===== config.mk =====
export PLATFORM = sky130hd
export DESIGN_NAME = bet_cell
export DESIGN_NICKNAME = d
export VERILOG_FILES = /design/src/rtl/breakpoint_envelope_table_defines.svh /design/src/rtl/bet_pkg.sv /design/src/rtl/bet_cell.sv
export SDC_FILE = /design/constraint.sdc
export NUM_CORES = 1
export LEC_CHECK = 0
export BUFFER_PORTS_ARGS = -buffer_cell sky130_fd_sc_hd__clkbuf_2
export CORE_MARGIN = 2
export CORE_UTILIZATION = 44
export DETAILED_ROUTE_END_ITERATION = 6
export PLACE_DENSITY = 0.78
export SLEW_MARGIN = 20
export SYNTH_ARGS = -nofsm -noshare
export SYNTH_HDL_FRONTEND = slang
export SYNTH_SLANG_ARGS = --single-unit

===== constraint.sdc =====
create_clock -name i_clk -period 4.7 [get_ports i_clk]
set_input_delay 0.235 -clock i_clk [delete_from_list [all_inputs] [get_ports i_clk]]
set_output_delay 0.235 -clock i_clk [all_outputs]
set_load 0.03 [all_outputs]

===== src/rtl/breakpoint_envelope_table_defines.svh =====
// Assertion macros for the breakpoint envelope table.
// Used by the top level; expects i_clk and i_rst_n in scope.
`ifndef BREAKPOINT_ENVELOPE_TABLE_DEFINES_SVH
`define BREAKPOINT_ENVELOPE_TABLE_DEFINES_SVH
`ifndef SYNTHESIS
`define BET_ASSERT(lbl, prop, msg) \
    lbl: assert property (@(posedge i_clk) disable iff (!i_rst_n) prop) else $error(msg);
`define BET_ASSERT_ALWAYS(lbl, prop, msg) \
    lbl: assert property (@(posedge i_clk) prop) else $error(msg);
`else
`define BET_ASSERT(lbl, prop, msg)
`define BET_ASSERT_ALWAYS(lbl, prop, msg)
`endif
`endif


===== src/rtl/bet_pkg.sv =====
// Shared types and constants of the breakpoint envelope table.
// No dependencies.
`timescale 1ns / 1ps
package bet_pkg;
    localparam int MAX_POINTS = 64;
    localparam int IDX_W      = $clog2(MAX_POINTS);
    localparam int CNT_W      = $clog2(MAX_POINTS + 1);

    typedef enum logic [1:0] {
        CMD_UPSERT = 2'd0,
        CMD_ERASE  = 2'd1,
        CMD_MOVE   = 2'd2,
        CMD_QUERY  = 2'd3
    } t_cmd;

    typedef enum logic [2:0] {
        ST_OK       = 3'd0,
        ST_CLOSED   = 3'd1,
        ST_BAD      = 3'd2,
        ST_PAST     = 3'd3,
        ST_NOTFOUND = 3'd4,
        ST_OCCUPIED = 3'd5,
        ST_FULL     = 3'd6
    } t_status;

    typedef enum logic [2:0] {
        CFG_EDIT_EN = 3'd0,
        CFG_MIN     = 3'd1,
        CFG_MAX     = 3'd2,
        CFG_NEUTRAL = 3'd3,
        CFG_REGION  = 3'd4
    } t_cfg_idx;

    typedef enum logic [1:0] {
        OP_HOLD = 2'd0,
        OP_INS  = 2'd1,
        OP_DEL  = 2'd2,
        OP_SET  = 2'd3
    } t_cell_op;

    typedef struct packed {
        t_cmd               cmd;
        logic signed [31:0] tick;
        logic signed [15:0] amount;
        logic signed [31:0] from_tick;
    } t_in_beat;

    typedef struct packed {
        t_status            status;
        logic signed [15:0] value;
        logic [6:0]         point_count;
    } t_out_beat;

    typedef struct packed {
        logic [30:0]        tick;
        logic signed [15:0] amt;
    } t_point;

    typedef struct packed {
        t_cell_op           op;
        logic signed [31:0] key;
        logic signed [15:0] amt;
    } t_cell_ctrl;
endpackage


===== src/rtl/bet_cell.sv =====
// One slot of the sorted breakpoint row: holds a point, compares it to the key,
// and shifts toward either neighbor. Depends on bet_pkg.
`timescale 1ns / 1ps
module bet_cell (
    input  logic                i_clk,
    input  bet_pkg::t_cell_ctrl i_ctrl,
    input  logic                i_valid,
    input  bet_pkg::t_point     i_left,
    input  logic                i_left_lt,
    input  bet_pkg::t_point     i_right,
    output bet_pkg::t_point     o_point,
    output logic                o_lt,
    output logic                o_eq
);
    bet_pkg::t_point r_pt;
    bet_pkg::t_point n_pt;
    logic signed [31:0] w_tick;

    assign w_tick  = $signed({1'b0, r_pt.tick});
    assign o_lt    = i_valid && (w_tick < i_ctrl.key);
    assign o_eq    = i_valid && (w_tick == i_ctrl.key);
    assign o_point = r_pt;

    always_comb begin
        n_pt = r_pt;
        case (i_ctrl.op)
            bet_pkg::OP_INS: begin
                if (!o_lt) begin
                    if (i_left_lt) begin
                        n_pt.tick = i_ctrl.key[30:0];
                        n_pt.amt  = i_ctrl.amt;
                    end else begin
                        n_pt = i_left;
                    end
                end
            end
            bet_pkg::OP_DEL: begin
                if (!o_lt) n_pt = i_right;
            end
            bet_pkg::OP_SET: begin
                if (o_eq) n_pt.amt = i_ctrl.amt;
            end
            default: n_pt = r_pt;
        endcase
    end

    always_ff @(posedge i_clk) begin
        r_pt <= n_pt;
    end
endmodule


==> metrics.md <==
| Metric | Value |
|---|---|
| Status | completed |
| CP endpoint | o_lt |
| First DRT Iteration DRCs | 82 |
| Hold WC Path Type | in2reg |
| Largest net degree at the start of global routing | 96 |
| I/O pin count | 196 |
| Post-CTS resize count | 0 |
| Fraction of layout cells with a size suffix above 1 | 0.405 |
| CP startpoint | o_point[17]$_DFFE_PP_ |
| Largest register FFs | 47 |
| Die Y | 90.6 um |
| Largest family of logic cells by synthesized area | compound AO/OA/AOI/OAI gates |
| First-pass GRT wire length | 13700 um |
| Vias | 3151 |
| Mapped Cells | 329 |
| Final wirelength | 8730 um |
| Post-synth ARST share | 0 |
| Final critical-path required period | 2.84 ns |
| Die footprint | 8210 um2 |
| Cell with the most instances after synthesis | o21ai_0 |
| Drt first pass iters | 4 |
| Pwr Total | 1.12 mW |
| Pwr Density | 253 nW/um2 |
| Worst R2R Path Depth | 6 |
| Max-Cap Viols | 0 |
| GPL Wtd Cong | 0.799 |
| Post-route DRC | 0 |
| Clk_lat worst skew | 0.29 ns |
| Mapped Avg Cell Area | 10.0 um2 |
| RR Endpoint | o_point[43]$_DFFE_PP_ |
| Leakage power | 2.24 nW |
| Highest clock rate | 352 MHz |
| EDFF count, synth | 47 |
| Yosys reg bits | 47 |
| Cts bufs inserted | 5 |
| DIE WIDTH | 90.6 um |
| GRT Total Usage | 0.203 |
| Number of antenna-violating nets in the routed design | 0 |
| Total grt overflow | 0 |
| Fin nets | 696 |
| Synth Cell Area | 3300 um2 |
| Area delta synth->final | 34.2% |
| Fin. max-slew vios | 0 |
| Synth Flop Type | edfxtp_1 |
| Post-synthesis compound-gate area fraction | 0.193 |
| Post-synthesis mux area share | 0.0940 |
| Post-synth net total | 510 |
| Rel. slew slack | 0.319 |
| Post-synth cell types | 32 |
| Final Cycle Share | 0.605 |
| # rows | 31 |
| R2R Path Start | o_point[29]$_DFFE_PP_ |
| Clock tree skew after final layout | 0.00473 ns |
| Num Clock Sinks | 47 |
| Initial antenna violation count | 0 |
| Initial Util | 0.455 |
| Endpoints failing hold | 0 |
| Slew at the pin with the worst max-slew slack | 1.02 ns |
| Synth Area in Adders | 0.129 |
| H-tree Lvls | 2 |
| Most frequent cells after synthesis | o21ai_0 (48), edfxtp_1 (47), ha_1 (34), inv_1 (34), nand2_1 (34) |
| IO Port Bufs | 195 |
| Vias per cell | 5.12 |
| Total negative setup slack | 0 ns |
| CP Max Fanout | 3 |
| # diodes | 0 |
| Worst-path clk slew | 0.08 ns |
| DP Wirelength | 6920 um |
| Synth Area in XOR/XNOR | 0 |
| Routed WL per cell | 14.2 um |
| Hold bufs inserted after CTS | 0 |
| Synth area leaders | edfxtp_1 (43%), ha_1 (13%), mux2i_1 (9.4%) |
| Core area | 7250 um2 |
| Worst setup EP type | output pin |
| CP arrival | 2.61 ns |
| CTS tree | done |
| CP Launch Type | register |
| Longest Clk Path Bufs | 2 |
| Unrepaired setup endpoints after global routing | false |
| Reg2reg setup slack | 1.90 ns |
| Via count of the first global-routing pass | 2969 |
| Yosys warning count | 0 |
| Critical Path RT | 4.47 ns |
| Post-CTS Setup Inserts | 0 |
| Largest area contributor in the synthesized netlist | edfxtp_1 |
| Seq/Total Area, Yosys | 0.428 |
| # setup viols final | 0 |
| Clock Root Buffer | clkbuf_8 |
| Worst Path Class, Setup | reg2out |
| Synth top area share | 0.428 |
| VDD IR max | 0.000155 V |
| Simple-Gate Fraction of Synth Area | 0.0906 |
[critical path, cell delays in order (launching register included)]
cell and delay [ns]:
edfxtp_1 0.41, ha_1 0.32, nor2b_1 0.14, o211ai_1 0.19, a21boi_0 0.13, o41ai_1 0.69, and2_1 0.22, clkbuf_2 0.22
[worst min path at each step]
| stage | from | slack, ns | end | cells past startpoint |
|---|---|---|---|---|
| after floorplan | i_right[16] | 0.43 | o_point[16]$_DFFE_PP_ | 2 |
| after global placement | i_right[41] | 0.52 | o_point[41]$_DFFE_PP_ | 3 |
| after detailed placement | i_right[39] | 0.52 | o_point[39]$_DFFE_PP_ | 3 |
| after CTS | i_right[39] | 0.21 | o_point[39]$_DFFE_PP_ | 3 |
| after global routing | i_right[44] | 0.22 | o_point[44]$_DFFE_PP_ | 3 |
| final | i_right[39] | 0.21 | o_point[39]$_DFFE_PP_ | 3 |
[final cells by class]
| cell class | count | area (um2) |
|---|---|---|
| fillers | 642 | 2820 |
| multi-input cells | 229 | 1690 |
| flip-flops and latches | 47 | 1410 |
| repair buffers | 198 | 998 |
| inverters | 34 | 128 |
| well taps | 99 | 124 |
| clock buffers | 6 | 72.6 |
| clock inverters | 2 | 7.51 |
[per-stage QoR]
step	instances	worst slack, ns	instance area, um2	hold WS, ns	util
after floorplan	329	0.387	3300	0.426	-
after global placement	607	2.06	4350	0.516	0.599
after detailed placement	607	1.89	4350	0.517	0.599
after CTS	615	1.86	4430	0.209	0.610
after global routing	615	1.67	4430	0.217	0.611
final	615	1.86	4430	0.215	0.611
[power by group]
group	total (mW)	internal [mW]	switching, mW
clock	0.230	0.102	0.128
sequential	0.532	0.516	0.0165
combinational	0.360	0.138	0.222
[cells in the final DEF (no fill, tap or decap), types with 6 or more instances in the layout]
master / instances
inv_1: 34
a22oi_1: 29
clkbuf_2: 195
a21oi_1: 13
nand4_1: 6
edfxtp_1: 47
mux2i_1: 31
nand2_1: 34
o21ai_0: 48
ha_1: 33
[routing by layer]
metal  wire length (um)  global-route usage
met1               3630               0.254
met2               4370               0.358
met3                627              0.0401
met4                103              0.0538
met5                  0                   0
[cell families (layout without fill, tap and decap cells)]
group / count (synthesis) / count (layout)
AOI/OAI and AO/OA: 105 / 105
and+or+nand+nor: 59 / 59
buffers and inverters: 53 / 240
DFF: 47 / 47
adders and majority gates: 34 / 34
muxes: 31 / 31
No activity file was read; power rests on OpenSTA's default activity.
