$ cat config.mk
export PLATFORM = sky130hd
export DESIGN_NAME = bet_div
export DESIGN_NICKNAME = d
export VERILOG_FILES = /design/src/rtl/breakpoint_envelope_table_defines.svh /design/src/rtl/bet_div.sv
export SDC_FILE = /design/constraint.sdc
export NUM_CORES = 1
export LEC_CHECK = 0
export BUFFER_PORTS_ARGS = -buffer_cell sky130_fd_sc_hd__buf_2
export CORE_ASPECT_RATIO = 0.5
export CORE_MARGIN = 4
export CORE_UTILIZATION = 61
export DETAILED_ROUTE_END_ITERATION = 7
export PLACE_DENSITY_LB_ADDON = 0.2
export SYNTH_ARGS = -nofsm -noshare
export SYNTH_HDL_FRONTEND = slang
export SYNTH_SLANG_ARGS = --single-unit
$ cat constraint.sdc
create_clock -name i_clk -period 5.1 [get_ports i_clk]
set_input_delay 0.51 -clock i_clk [delete_from_list [all_inputs] [get_ports i_clk]]
set_output_delay 0.51 -clock i_clk [all_outputs]
set_load 0.01 [all_outputs]
$ cat src/rtl/breakpoint_envelope_table_defines.svh
// Assertion macros for the breakpoint envelope table.
// Used by the top level; expects i_clk and i_rst_n in scope.
`ifndef BREAKPOINT_ENVELOPE_TABLE_DEFINES_SVH
`define BREAKPOINT_ENVELOPE_TABLE_DEFINES_SVH
`ifndef SYNTHESIS
`define BET_ASSERT(lbl, prop, msg) \
    lbl: assert property (@(posedge i_clk) disable iff (!i_rst_n) prop) else $error(msg);
`define BET_ASSERT_ALWAYS(lbl, prop, msg) \
    lbl: assert property (@(posedge i_clk) prop) else $error(msg);
`else
`define BET_ASSERT(lbl, prop, msg)
`define BET_ASSERT_ALWAYS(lbl, prop, msg)
`endif
`endif

$ cat src/rtl/bet_div.sv
// Restoring divider, one quotient bit per cycle, for the interpolation step.
// Depends on nothing but the clock and reset.
`timescale 1ns / 1ps
module bet_div (
    input  logic        i_clk,
    input  logic        i_rst_n,
    input  logic        i_start,
    input  logic [46:0] i_num,
    input  logic [30:0] i_den,
    output logic        o_done,
    output logic [15:0] o_quo
);
    logic [30:0] r_rem;
    logic [15:0] r_lo;
    logic [15:0] r_quo;
    logic [30:0] r_den;
    logic [4:0]  r_cnt;
    logic        r_busy;
    logic        r_done;
    logic [31:0] w_trial;
    logic        w_fit;

    assign w_trial = {r_rem, r_lo[15]};
    assign w_fit   = w_trial >= {1'b0, r_den};
    assign o_done  = r_done;
    assign o_quo   = r_quo;

    always_ff @(posedge i_clk) begin
        if (!i_rst_n) begin
            r_busy <= 1'b0;
            r_done <= 1'b0;
            r_cnt  <= '0;
        end else begin
            r_done <= 1'b0;
            if (i_start) begin
                r_rem  <= i_num[46:16];
                r_lo   <= i_num[15:0];
                r_den  <= i_den;
                r_cnt  <= 5'd16;
                r_busy <= 1'b1;
            end else if (r_busy) begin
                // quotient stays below 2^16, so the remainder fits 31 bits
                r_rem <= w_fit ? 31'(w_trial - {1'b0, r_den}) : w_trial[30:0];
                r_lo  <= {r_lo[14:0], 1'b0};
                r_quo <= {r_quo[14:0], w_fit};
                r_cnt <= r_cnt - 5'd1;
                if (r_cnt == 5'd1) begin
                    r_busy <= 1'b0;
                    r_done <= 1'b1;
                end
            end
        end
    end
endmodule

==> results by stage <==
Run status:
- The run finished with clean final reports.

Yosys:
- The share of cell area taken by muxes after synthesis is 0.0616.
- Sorting the synthesized cells by area gives the leading types as edfxtp_1 49%, ha_1 7.2%, mux2_2 5.1%.
- The unique cell type count in the Yosys netlist is 54.
- Of the total synthesized cell area, the portion taken by AND, OR, NAND and NOR gates is 0.110.
- Of the total synthesized cell area, the portion taken by full adders, half adders and majority gates is 0.0755.
- The dominant combinational cell family by area after synthesis is compound AO/OA/AOI/OAI gates.
- Of the post-synthesis cell area, the dominant cell type holds 0.493.
- The number of warnings printed during yosys synthesis is 0.
- The number of flops mapped to enable cells by yosys is 94.
- After synthesis the netlist holds a flip-flop and latch count of 101.
- The post-synthesis instance total is 523.
- The average instance in the mapped netlist occupies 11.0 µm².
- edfxtp_1 takes more of the synthesized area than any other cell.
- The fraction of the mapped netlist area in compound gates is 0.149.
- The share of the Yosys chip area taken by registers is 0.517.
- The leading register cell type out of synthesis is edfxtp_1.
- After synthesis the cells add up to 5730 µm².
- When the netlist entered floorplanning its net count stood at 638.
- After synthesis, the share of flip-flops with an asynchronous set or reset is 0.
- The XOR/XNOR share of the synthesized area is 0.0428.

Floorplanning:
- The full die area is 11100 µm².
- The initialized floorplan defines 24 standard-cell rows.
- The initial utilization of the core area, before any placement, comes to 0.643.
- Measured along the y axis, the die boundary spans 76.5 µm.
- 98 I/O pins were placed.
- The horizontal die dimension is 145 µm.
- The region available for standard cell placement spans 8920 µm².

Route:
- The first TritonRoute pass finished after 5 iterations.
- Using the TritonRoute via totals, the vias-per-cell ratio works out to 5.72.
- The average wire per standard cell is 16.3 µm.
- Across all layers, the routed design uses 4245 vias.
- The number of violations reported at the end of detailed-routing iteration 0 is 402.
- For this run, design rule violations remaining after detail routing come to 0.
- The count of nets left with antenna violations once routing finished came out at 0.
- The final layout contains routed wiring with a total length of 12100 µm.

Clock tree:
- The clock net in this run drives a total of 101 sinks.
- CTS built an H-tree with a depth of 3.
- The number of CTS-inserted buffers is 9.
- The post-cts hold buffer count is 0.
- The clock transition at the registers of the reported paths is 80 ps.
- In this run the post-CTS setup repair buffer count came out at 0.
- TritonCTS built the clock tree.
- The maximum count of clock buffers along a single path is 2.
- The buffer type at the clock tree root is clkbuf_16.
- In this run, post-CTS repair resized a total of 0 instances.
- The later-pin clock latency in the skew report is 350 ps.

Timing:
- Setup violations remaining at the end of the flow were counted as 0.
- The upper clock frequency limit is 0.266 GHz.
- On the final layout, the worst clock skew is 8.45 ps.
- The final number of hold-violating endpoints is 0.
- Setup repair after global routing left no endpoint under its margin.
- The transition time at the pin with the least slew margin is 1160 ps.
- After routing, the total negative slack on setup checks comes to 0 ps.
- The final count of pins violating max slew was 0.
- The post-route fraction of the period consumed by the critical path is 0.736.
- Subtracting the final worst setup slack from the clock period gives 3760 ps.
- The headroom to the max-slew limit is 0.223.

Critical path:
- The critical path goes through ha_1, a21o_1, a31oi_2, nor2_1, a21oi_1, a21oi_1, a211oi_4, buf_4, nor2_1, a211oi_1, a21oi_1.
- The critical path is of the reg -> reg type.
- The worst-case reg-to-reg path depth is 11.
- The worst setup path is captured at a flip-flop.
- Together, buffers and inverters on the worst path number 1.
- The kind of start point of the critical path is a flip-flop.
- The largest individual stage delay along the critical path comes from the cell a211oi_4.
- The worst endpoint data arrival time is 3840 ps.
- The most common cell type on the critical path is a21oi_1.
- The worst path required time is 5180 ps.
- The family with the most delay on the worst path is compound AO/OA/AOI/OAI gates.
- In this run the number of cells on the critical path is 11.
- The largest fanout on the critical path is 34.
- The biggest cell delay along the critical path is 850 ps.

Global route:
- The largest net degree at the start of global routing is 49.
- The global-route wire length before repair is 20400 µm.
- Global routing finished with a remaining overflow of 0.
- The met3 layer usage reported by global route is 0.0648.
- For this run, global-route usage on met2 was measured as 0.381.
- In the global route stage, met1 resource usage came out at 0.285.
- In the global route stage, overall resource usage came out at 0.223.
- The number of global-route vias before repair is 4338.
- The global routing stage identified its most utilized layer as met2.
- The initial antenna violation count is 0.

Pwr:
- The cell area power density is 347 nW/µm².
- VDD sags by at most 0.200 mV.
- The reported leakage power is 2.74 nW.
- The overall power consumption is 2.31 mW.

Placement:
- Once placement finished, the instance area stood at 6330 µm².
- The placed wire-length estimate after detailed placement is 8380 µm.
- The number of port buffers is 97.
- At the end of routability-driven placement, the weighted congestion stood at 0.874.

Hold path:
- The path class of the tightest hold or removal check is in -> reg.
- The number of cells on the worst hold path is 1.

Job:
- The reported max-cap violation count is 0.

Final layout:
- The count of nets after finishing is 735.
- In the final layout, the share of cells above drive strength 1 is 0.250.
- Leaving out fill and tap cells, the most frequent cells in the layout are 97 x buf_2, 94 x edfxtp_1, 45 x inv_1.
- Leaving out fill and tap cells, the most frequent cell in the layout is buf_2.
- The end-of-flow core utilization is 0.746.
- After routing the design area is 6660 µm².
- The fill cell instance count of the final layout is 657.
- The diode insertion count for antenna repair is 0.
- The post-synthesis to final-layout area growth is 16.2%.
## report_power, final
part           leakage, nW  internal (mW)  switching (mW)
combinational         1.64          0.240           0.310
sequential           0.942          0.983          0.0275
clock                0.163          0.438           0.315
## final timing paths
kind	to	start	slack, ps
setup / recovery	r_rem[3]$_DFFE_PP_	r_rem[20]$_DFFE_PP_	1340
setup reg to reg	r_rem[3]$_DFFE_PP_	r_rem[20]$_DFFE_PP_	1340
hold reg to reg	o_quo[2]$_DFFE_PP_	o_quo[1]$_DFFE_PP_	440
hold / removal	r_den[2]$_DFFE_PP_	i_den[2]	330
## metal layers
metal / vias up / wire length (µm)
li1: 2104 / -
met1: 2014 / 5500
met2: 116 / 5800
met3: 11 / 697
met4: 0 / 79
met5: - / 0
## cell usage after synthesis, types with 2 or more instances
| library cell | count |
|---|---|
| edfxtp_1 | 94 |
| inv_1 | 45 |
| a21oi_1 | 44 |
| nand2_1 | 44 |
| ha_1 | 33 |
| mux2_2 | 26 |
| o21ai_0 | 26 |
| nor2_1 | 23 |
| xor2_1 | 16 |
| o21a_1 | 12 |
| xnor2_1 | 12 |
| nor3_1 | 11 |
| nand3_1 | 10 |
| o21ai_1 | 10 |
| clkbuf_1 | 9 |
| and2_1 | 7 |
| dfxtp_1 | 7 |
| mux2i_1 | 6 |
| nand2b_1 | 6 |
| o211ai_1 | 6 |
| a211oi_1 | 5 |
| a21o_1 | 5 |
| and3_1 | 5 |
| nor2b_1 | 5 |
| nor3b_1 | 5 |
| o21bai_1 | 5 |
| a31oi_1 | 4 |
| nand4_1 | 4 |
| or2_2 | 4 |
| buf_2 | 3 |
| o31a_1 | 3 |
| a211oi_2 | 2 |
| a221o_1 | 2 |
| buf_4 | 2 |
| nor4_1 | 2 |
| or3_1 | 2 |
## worst register-to-register path, stage by stage (launching register included)
cell      delay (ps)
edfxtp_1         390
ha_1             430
a21o_1           270
a31oi_2          270
nor2_1            90
a21oi_1          120
a21oi_1          130
a211oi_4         850
buf_4            460
nor2_1           110
a211oi_1         290
a21oi_1           80
## per-stage QoR
stage	instances	setup WS, ps	hold WS [ps]
after global routing	742	1080	318
after detailed placement	726	1470	432
after floorplan	523	2320	469
final	742	1340	330
after CTS	742	1350	323
after global placement	726	1600	432
## layout make-up
type	instances	area, µm²	area share
Sequential cell	101	2960	0.445
Multi-Input combinational cell	360	2520	0.379
Timing Repair Buffer	102	523	0.0786
Clock buffer	9	225	0.0338
Inverter	46	173	0.0259
Tap cell	117	146	0.0220
Clock inverter	7	103	0.0154
## flip-flops by register name, summed over array words and instances (netlist names)
name and count:
r_busy 1, r_rem 31, o_quo 16, r_lo 16
r_cnt 5, o_done 1, r_den 31
## cell families (layout without fill, tap and decap cells)
group / count (synthesis) / in the layout
XOR/XNOR: 28 / 28
adder cells (fa/ha/maj): 34 / 34
AO/OA/AOI/OAI: 136 / 136
AND/OR/NAND/NOR: 130 / 130
buffers and inverters: 62 / 164
flip-flops: 101 / 101
multiplexers: 32 / 32
Note: power is estimated with default switching activity, not from simulation.
